## src/rtl/core/bmcg_pkg.sv

```systemverilog
// shared types, constants and the output alphabet for the binary mlp character generator
// no dependencies
package bmcg_pkg;

	localparam int MaxGenerated = 15;
	localparam int ContextLimit = 256;
	localparam int NumFeat      = 96;
	localparam int NumHid       = 64;
	localparam int NumOut       = 45;

	localparam logic [10:0] ImgSize = 11'd1597;
	localparam logic [10:0] L2Base  = 11'd768;
	localparam logic [10:0] B1Base  = 11'd1488;
	localparam logic [10:0] B2Base  = 11'd1552;
	localparam logic [5:0]  StopIdx = 6'd44;

	localparam logic [1:0] CmdWeight = 2'd0;
	localparam logic [1:0] CmdPrompt = 2'd1;
	localparam logic [1:0] CmdGen    = 2'd2;

	typedef struct packed {
		logic       shift;
		logic       clear;
		logic       set_pos;
		logic       pos_en;
		logic [6:0] pos_a;
		logic [6:0] pos_b;
		logic       bump_t_en;
		logic [5:0] bump_t_idx;
		logic       bump_c_en;
		logic [3:0] bump_c_idx;
	} feat_ctl_t;

	typedef struct packed {
		logic load;
		logic rot;
	} hid_ctl_t;

	function automatic logic [7:0] alpha_char(input logic [5:0] idx);
		logic [7:0] r;
		r = 8'h00;
		if (idx == 6'd0) r = 8'h20;
		else if (idx <= 6'd26) r = 8'h60 + {2'b00, idx};
		else if (idx <= 6'd36) r = 8'h30 + {2'b00, idx} - 8'd27;
		else begin
			case (idx)
				6'd37: r = 8'h2E;
				6'd38: r = 8'h2D;
				6'd39: r = 8'h2C;
				6'd40: r = 8'h21;
				6'd41: r = 8'h3F;
				6'd42: r = 8'h27;
				6'd43: r = 8'h2F;
				default: r = 8'h00;
			endcase
		end
		return r;
	endfunction

endpackage

```

## src/rtl/core/bmcg_hid_cell.sv

```systemverilog
// one hidden activation in the hidden chain: shift-in on load, rotate by four for layer two
// depends on bmcg_pkg
module bmcg_hid_cell (
	input  logic                clk,
	input  logic [7:0]          nb1,
	input  logic [7:0]          nb4,
	input  bmcg_pkg::hid_ctl_t  ctl,
	output logic [7:0]          q
);
	import bmcg_pkg::*;

	always_ff @(posedge clk) begin
		if (ctl.load) q <= nb1;
		else if (ctl.rot) q <= nb4;
	end
endmodule

```

## config.mk

```make
export PLATFORM = sky130hd
export DESIGN_NAME = bmcg_hid_cell
export DESIGN_NICKNAME = d
export VERILOG_FILES = /design/src/rtl/core/bmcg_pkg.sv /design/src/rtl/core/bmcg_hid_cell.sv
export SDC_FILE = /design/constraint.sdc
export NUM_CORES = 1
export LEC_CHECK = 0
export ABC_AREA = 1
export BUFFER_PORTS_ARGS = -buffer_cell sky130_fd_sc_hd__buf_2
export CORE_AREA = 2 2 39 41
export DETAILED_ROUTE_END_ITERATION = 7
export DIE_AREA = 0 0 41 43
export PLACE_DENSITY = 0.55
export SLEW_MARGIN = 25
export SYNTH_ARGS = -nofsm -noshare
export SYNTH_HDL_FRONTEND = slang
export SYNTH_SLANG_ARGS = --single-unit
```

## constraint.sdc

```tcl
create_clock -name clk -period 2.5 [get_ports clk]
set_input_delay 0.375 -clock clk [delete_from_list [all_inputs] [get_ports clk]]
set_output_delay 0.375 -clock clk [all_outputs]
set_load 0.03 [all_outputs]
```

==> reports/results.txt <==
MaxCap Viol Count: 0
Period Utilization, post-route: 47.5%
Cell Chain, Critical Path: buf_2
First-pass DRT Iterations: 4
die height: 43 um
post-synthesis net count: 54
Post-synth EDFFs: 8
Slew HR: 76.3%
Synth area leader: edfxtp_1
GR Util All Layers: 10.2%
Nets: 84
ranking of synthesized cells by area: edfxtp_1 68%, nand2_1 26%, buf_6 3.2%
top_reg_cell synth: edfxtp_1
first-pass GRT wire length: 1110 um
area grow syn2layout: 45.9%
Final Hold Viols: 0
Worst path depth: 1
vias in the first global route: 279
post-cts sizing count: 0
Final setup viols: 0
flops & latches, synth: 8
Leak: 0.276 nW
Critical-path top delay cell: edfxtp_1
DRT Wirelength: 786 um
Hold-fix buffers, CTS: 0
post-CTS setup buffers: 0
initial antenna violation count: 0
Post-Syn Instances: 35
Layout Utilization: 37.1%
Max Clk Rate: 0.842 GHz
Clk pin slew, worst setup/hold paths: 0.05 ns
syn_area_per_cell: 10.0 um^2
multi-input logic area: 96.3 um^2
status: completed
critical path launch point type: flop
filler instances: 153
critical path buffer and inverter count: 1
CTS tree: built
Synth Warn #: 0
critical path arrival: 0.81 ns
most frequent cell after synthesis: nand2_1
Hold Crit Depth: 3
Core Footprint: 0.00138 mm^2
Routed Antenna Nets: 0
Root Driver: clkbuf_4
min-delay worst type: in -> reg
Largest regs: q: 8 flops
overall via count from detail_route: 323
die area: 0.00176 mm^2
Biggest register: q
Synth top area share: 68.3%
Cell Pwr Density: 655 mW/mm^2
total grt overflow: 0
RSZ-0062 raised after global routing: no
cell family with most CP delay: flip-flops
initial DRC count: 3
starting density of the core: 25.4%
critical path capture point type: output pin
Antenna Cells: 0
critical path's largest stage delay: 0.38 ns
wire per inst: 9.95 um
PortBufs: 26
largest net degree at the start of global routing: 11
maximum fanout along the worst path: 1
Worst VDD drop: 0.203 mV
Worst Path Required: 2.12 ns
fraction of layout cells with a size suffix above 1: 47.6%
std cell rows: 14
CTS Buffer Depth: 2
Final min period: 1.19 ns
Setup CP Type: reg -> out
via-per-instance ratio: 4.09
asr flop ratio synth: 0%
Commonest cells post-synth: 24 x nand2_1, 8 x edfxtp_1, 1 x buf_6, 1 x inv_2, 1 x or2_1
max reg flops: 8
htree depth: 1
Die Width: 41 um
drt drc: 0
Synth Cell Area: 352 um^2
Register Area: 240 um^2
setup_tns: 0 ns
sequential fraction of the synthesis area: 68.3%
fin. max-slew vios: 0
Num Clock Sinks: 8
cts bufs inserted: 3
worst slew pin tran: 0.355 ns
GPL Wtd Cong: 0.636
post-synth cell types: 5
Detail Placement HPWL: 617 um
Ports: 27
-- path summary, 6_finish.rpt --
| check | from | to |
|---|---|---|
| max | q[2] | q[2] |
| min | nb4[1] | q[1] |
-- final cells by class --
cell class | instances | area share [%]
Tap cell | 16 | 3.90
Clock buffer | 3 | 4.39
Sequential cell | 8 | 46.8
Multi-Input combinational cell | 25 | 18.8
Timing Repair Buffer | 26 | 25.4
Inverter | 1 | 0.732
-- cell usage in the layout, fill, tap and decap left out, drive strengths merged --
master	Yosys	final
inv	1	1
clkbuf	0	3
nand2	24	24
edfxtp	8	8
buf	1	26
or2	1	1
-- layer usage --
| layer | GRT usage [%] | routed length, um |
|---|---|---|
| met1 | 12.0 | 311 |
| met2 | 13.4 | 381 |
| met5 | 0 | 0 |
| met3 | 1.57 | 70 |
| met4 | 12.0 | 22 |
-- kinds of logic (layout without fill, tap and decap cells) --
kind of cell | Yosys count | in the layout | share of synthesized area, %
flops | 8 | 8 | 68.3
buf+inv | 2 | 30 | 4.27
simple gates | 25 | 25 | 27.4
-- through the flow --
| stage | power [W] | hold WS [ns] | std cells | setup slack (ns) | instance area (um^2) |
|---|---|---|---|---|---|
| after floorplan | 0.000218 | 0.554 | 35 | 1.41 | 352 |
| after global placement | 0.000244 | 0.641 | 76 | 1.27 | 490 |
| after detailed placement | 0.000246 | 0.645 | 76 | 1.25 | 490 |
| after CTS | 0.000342 | 0.383 | 79 | 1.30 | 513 |
| after global routing | 0.000357 | 0.394 | 79 | 1.28 | 513 |
| final | 0.000336 | 0.392 | 79 | 1.31 | 513 |
-- where the power goes --
group          internal, W   total, W  switching (W)
clock network    0.0000546  0.0000936      0.0000390
logic            0.0000243  0.0000739      0.0000496
registers         0.000165   0.000169     0.00000350
(Power assumes the default switching activity.)
