==> src/rtl/core/bmcg_pkg.sv <==
// shared types, constants and the output alphabet for the binary mlp character generator
// no dependencies
package bmcg_pkg;

	localparam int MaxGenerated = 15;
	localparam int ContextLimit = 256;
	localparam int NumFeat      = 96;
	localparam int NumHid       = 64;
	localparam int NumOut       = 45;

	localparam logic [10:0] ImgSize = 11'd1597;
	localparam logic [10:0] L2Base  = 11'd768;
	localparam logic [10:0] B1Base  = 11'd1488;
	localparam logic [10:0] B2Base  = 11'd1552;
	localparam logic [5:0]  StopIdx = 6'd44;

	localparam logic [1:0] CmdWeight = 2'd0;
	localparam logic [1:0] CmdPrompt = 2'd1;
	localparam logic [1:0] CmdGen    = 2'd2;

	typedef struct packed {
		logic       shift;
		logic       clear;
		logic       set_pos;
		logic       pos_en;
		logic [6:0] pos_a;
		logic [6:0] pos_b;
		logic       bump_t_en;
		logic [5:0] bump_t_idx;
		logic       bump_c_en;
		logic [3:0] bump_c_idx;
	} feat_ctl_t;

	typedef struct packed {
		logic load;
		logic rot;
	} hid_ctl_t;

	function automatic logic [7:0] alpha_char(input logic [5:0] idx);
		logic [7:0] r;
		r = 8'h00;
		if (idx == 6'd0) r = 8'h20;
		else if (idx <= 6'd26) r = 8'h60 + {2'b00, idx};
		else if (idx <= 6'd36) r = 8'h30 + {2'b00, idx} - 8'd27;
		else begin
			case (idx)
				6'd37: r = 8'h2E;
				6'd38: r = 8'h2D;
				6'd39: r = 8'h2C;
				6'd40: r = 8'h21;
				6'd41: r = 8'h3F;
				6'd42: r = 8'h27;
				6'd43: r = 8'h2F;
				default: r = 8'h00;
			endcase
		end
		return r;
	endfunction

endpackage

==> src/rtl/core/bmcg_feat_cell.sv <==
// one byte of the feature chain: a saturating context count or a position flag
// depends on bmcg_pkg
module bmcg_feat_cell (
	input  logic                 clk,
	input  logic                 arst_n,
	input  logic [6:0]           cell_id,
	input  logic [7:0]           nb,
	input  bmcg_pkg::feat_ctl_t  ctl,
	output logic [7:0]           q
);
	import bmcg_pkg::*;

	logic hit;

	always_comb begin
		hit = (ctl.bump_t_en && cell_id == {1'b0, ctl.bump_t_idx})
			|| (ctl.bump_c_en && cell_id == (7'd64 + {3'b000, ctl.bump_c_idx}));
	end

	always_ff @(posedge clk or negedge arst_n) begin
		if (!arst_n) begin
			q <= 8'd0;
		end else if (ctl.clear) begin
			q <= 8'd0;
		end else if (ctl.shift) begin
			q <= nb;
		end else if (ctl.set_pos) begin
			if (cell_id >= 7'd80)
				q <= (ctl.pos_en && (cell_id == ctl.pos_a || cell_id == ctl.pos_b)) ? 8'd1 : 8'd0;
		end else if (hit && q != 8'hFF) begin
			q <= q + 8'd1;
		end
	end
endmodule

==> config.mk <==
export PLATFORM = sky130hd
export DESIGN_NAME = bmcg_feat_cell
export DESIGN_NICKNAME = d
export VERILOG_FILES = /design/src/rtl/core/bmcg_pkg.sv /design/src/rtl/core/bmcg_feat_cell.sv
export SDC_FILE = /design/constraint.sdc
export NUM_CORES = 1
export LEC_CHECK = 0
export BUFFER_PORTS_ARGS = -buffer_cell sky130_fd_sc_hd__buf_2
export CAP_MARGIN = 20
export CORE_ASPECT_RATIO = 0.9
export CORE_MARGIN = 2
export CORE_UTILIZATION = 30
export CTS_CLUSTER_DIAMETER = 100
export DETAILED_ROUTE_END_ITERATION = 16
export HOLD_SLACK_MARGIN = 0.08
export PLACE_DENSITY = 0.61
export SETUP_SLACK_MARGIN = 0.2
export SYNTH_ARGS = -nofsm -noshare
export SYNTH_HDL_FRONTEND = slang
export SYNTH_SLANG_ARGS = --single-unit
==> constraint.sdc <==
create_clock -name clk -period 2.5 [get_ports clk]
set_input_delay 0.125 -clock clk [delete_from_list [all_inputs] [get_ports clk]]
set_output_delay 0.125 -clock clk [all_outputs]
set_load 0.005 [all_outputs]
==> results.md <==
* Status: completed
* Leakage power at 0.556 nW
* Critical Path RT at 2.63 ns
* Latest clock arrival within the worst-skew pair at 0.25 ns
* Logic pwr share at 38.3%
* Ys Warns at 0
* Core Region at 0.00277 mm^2
* Worst Setup Slack, final at 0.367 ns
* Area Growth Syn to Fin at 38.1%
* Starting DRT DRC Count at 22
* Crit-path max FO at 8
* Mapped Cells at 98
* CTS HTree Levels at 1
* Pre-CTS WS at 0.284 ns
* Max reg flops at 8
* WL/cell at 13.4 um
* Initial antenna violation count at 0
* Hold WS at 0.241 ns
* Worst Max-Slew Pin Slew at 0.539 ns
* Gpl congestion at 0.882
* CTS tree: built
* GR Util All Layers at 16.8%
* Share of cells above drive strength 1 at 45.5%
* Final period util at 85.3%
* Arr. time, crit path at 2.26 ns
* Ant. Diodes at 0
* Via count at 965
* Hold Vio Cnt, Final at 0
* Share of the yosys chip area belonging to registers at 22.6%
* Max stage delay on crit path at 0.43 ns
* Final WL at 2.61 mm
* Clock-pin slew on the worst setup and hold paths at 0.05 ns
* Die Y at 55.6 um
* Clock Power Share at 23.8%
* IO Port Bufs at 54
* HPWL after detailed placement at 2.14 mm
* Psw at 0.000126 W
* Post-synth EDFFs at 0
* Vias per inst at 4.97
* Setup Total Neg Slack at 0 ns
* Max-slew violation total from the final report at 0
* Sequential Power Share at 37.9%
* ANT nets after route at 0
* Vias in the first global route at 997
* Sink Count at 8
* Top reg by flops: q
* Syn nets at 146
* Family with the most delay on the worst path: simple AND/OR/NAND/NOR gates
* Post-synth ARST share at 100%
* Crit-path slowest cell: dfrtp_1
* Largest net degree at the start of global routing at 14
* # DRC at 0
* Initial core utilization at 32.0%
* DP Area at 0.00119 mm^2
* Pwr dens at 324 mW/mm^2
* CP Class: reg -> reg
* Final #Nets at 204
* Biggest regs: q x8
* Sw frac at 31.7%
* Top Ports at 55
* RSZ-0062 raised after global routing: no
* Global-route wire length before repair at 4.36 mm
* Internal power at 0.000271 W
* Max Cap Viol at 0
* Minimum clock period at 2.13 ns
* Full die area at 0.00341 mm^2
* Fmax at 469 MHz
* Most common cell type on the critical path: and3_4
* Clock buffer depth at 2
* Total grt overflow at 0
* Cts bufs inserted at 3
* Final setup fails at 0
* Startpoint Class: register
* # rows at 18
* Cells along the critical path: ha_1, and3_4, and3_4, a31oi_1, o21ai_2, and2_2, mux2_4
* Seq cells post-synth at 8
* Avg Inst Size Synth at 9.05 um^2
* Overall Power at 0.000397 W
* Rel. slew slack at 63.9%
* Die W at 61.3 um
* Hold crit path type: in -> async
* Area of the mapped netlist at 887 um^2
* Clock Skew at 0.000804 ns
* Peak VDD IR at 0.155 mV
* Dominant synthesized flop cell: dfrtp_1
* Synth unique cells at 30
* Clock root cell: clkbuf_4
* Final instance area at 0.00122 mm^2
* Drt pass-1 iters at 4
* CP endpoint kind: register
* Buffers and inverters on the worst path at 0
[through the flow]
stage,utilization (%),std cells
global placement,43.0,190
floorplan,-,98
detailed placement,43.0,190
global route,44.2,194
finish,44.2,194
CTS,44.2,194
[worst paths after layout]
check / startpoint / endpoint / slack [ns] / depth (start not counted)
setup / recovery: q[0] / q[0] / 0.37 / 7
hold / removal: arst_n / q[2] / 0.24 / 2
setup reg to reg: q[0] / q[0] / 0.37 / 7
hold reg to reg: q[7] / q[7] / 0.59 / 1
max in group asynchronous: arst_n / q[0] / 2.09 / 2
min in group clk: nb[2] / q[2] / 0.24 / 3
[area by class of cell]
class / count / area [um^2]
clock buffers: 3 / 22.5
flip-flops and latches: 8 / 200
inverters: 5 / 18.8
multi-input cells: 82 / 646
repair buffers: 56 / 288
fillers: 278 / 1550
well taps: 40 / 50.0
[timing repair]
action	in CTS	in global routing
hold buffers	1	0
setup endpoints to repair	0	2
gates resized for setup	0	1
hold endpoints to repair	8	0
buffers inserted	0	0
[power groups by stage]
stage	Combinational, W	Clock, W	Sequential [W]
detailed placement	0.000150	0	0.000153
global route	0.000168	0.000107	0.000152
global placement	0.000149	0	0.000152
floorplan	0.0000798	0	0.000151
CTS	0.000153	0.0000995	0.000150
finish	0.000152	0.0000944	0.000151
[synthesized netlist by cell type, types with 2 or more instances]
cell type	instances	area share, %
a21oi_1	5	2.8
mux2_4	2	3.4
o32ai_2	4	7.3
nand3_1	6	3.4
inv_1	5	2.1
a22oi_1	2	1.7
a31oi_1	2	1.4
nand4_1	4	2.8
nor2_1	8	3.4
nor4_2	2	2.8
xor2_1	13	13
a32oi_1	4	3.9
dfrtp_1	8	23
nor4_1	2	1.4
xnor2_1	12	12
nand2_1	3	1.3
o31ai_1	2	1.7
and3_4	2	2.5
[cells by family (layout without fill, tap and decap cells)]
| group | Yosys count | count (layout) | synth area share [%] |
|---|---|---|---|
| and+or+nand+nor | 32 | 32 | 21.3 |
| xor gates and xnor gates | 25 | 25 | 24.7 |
| AOI/OAI and AO/OA | 22 | 22 | 21.9 |
| DFF | 8 | 8 | 22.6 |
| buffers and inverters | 8 | 64 | 4.80 |
| muxes | 2 | 2 | 3.39 |
| adders and majority gates | 1 | 1 | 1.41 |
[cell usage in the layout, fill, tap and decap left out, drive strengths merged]
| cell type | count |
|---|---|
| a21oi | 5 |
| a22oi | 2 |
| a2bb2oi | 1 |
| a31oi | 2 |
| a32oi | 4 |
| and2 | 1 |
| and3 | 2 |
| buf | 55 |
| clkbuf | 3 |
| dfrtp | 8 |
| dlygate4sd3 | 1 |
| ha | 1 |
| inv | 5 |
| mux2 | 2 |
| nand2 | 3 |
| nand3 | 6 |
| nand3b | 1 |
| nand4 | 4 |
| nor2 | 8 |
| nor3 | 1 |
| nor4 | 4 |
| o21ai | 1 |
| o31a | 1 |
| o31ai | 2 |
| o32ai | 4 |
| or3 | 1 |
| or4 | 1 |
| xnor2 | 12 |
| xor2 | 13 |
[layer usage]
metal | part of all wire, % | vias to the layer above | track usage, %
li1 | - | 477 | -
met1 | 45 | 463 | 22.6
met2 | 49 | 23 | 24.8
met3 | 5.3 | 2 | 6.74
met4 | 0.54 | 0 | 4.04
met5 | 0 | - | 0
(Power assumes the default switching activity.)
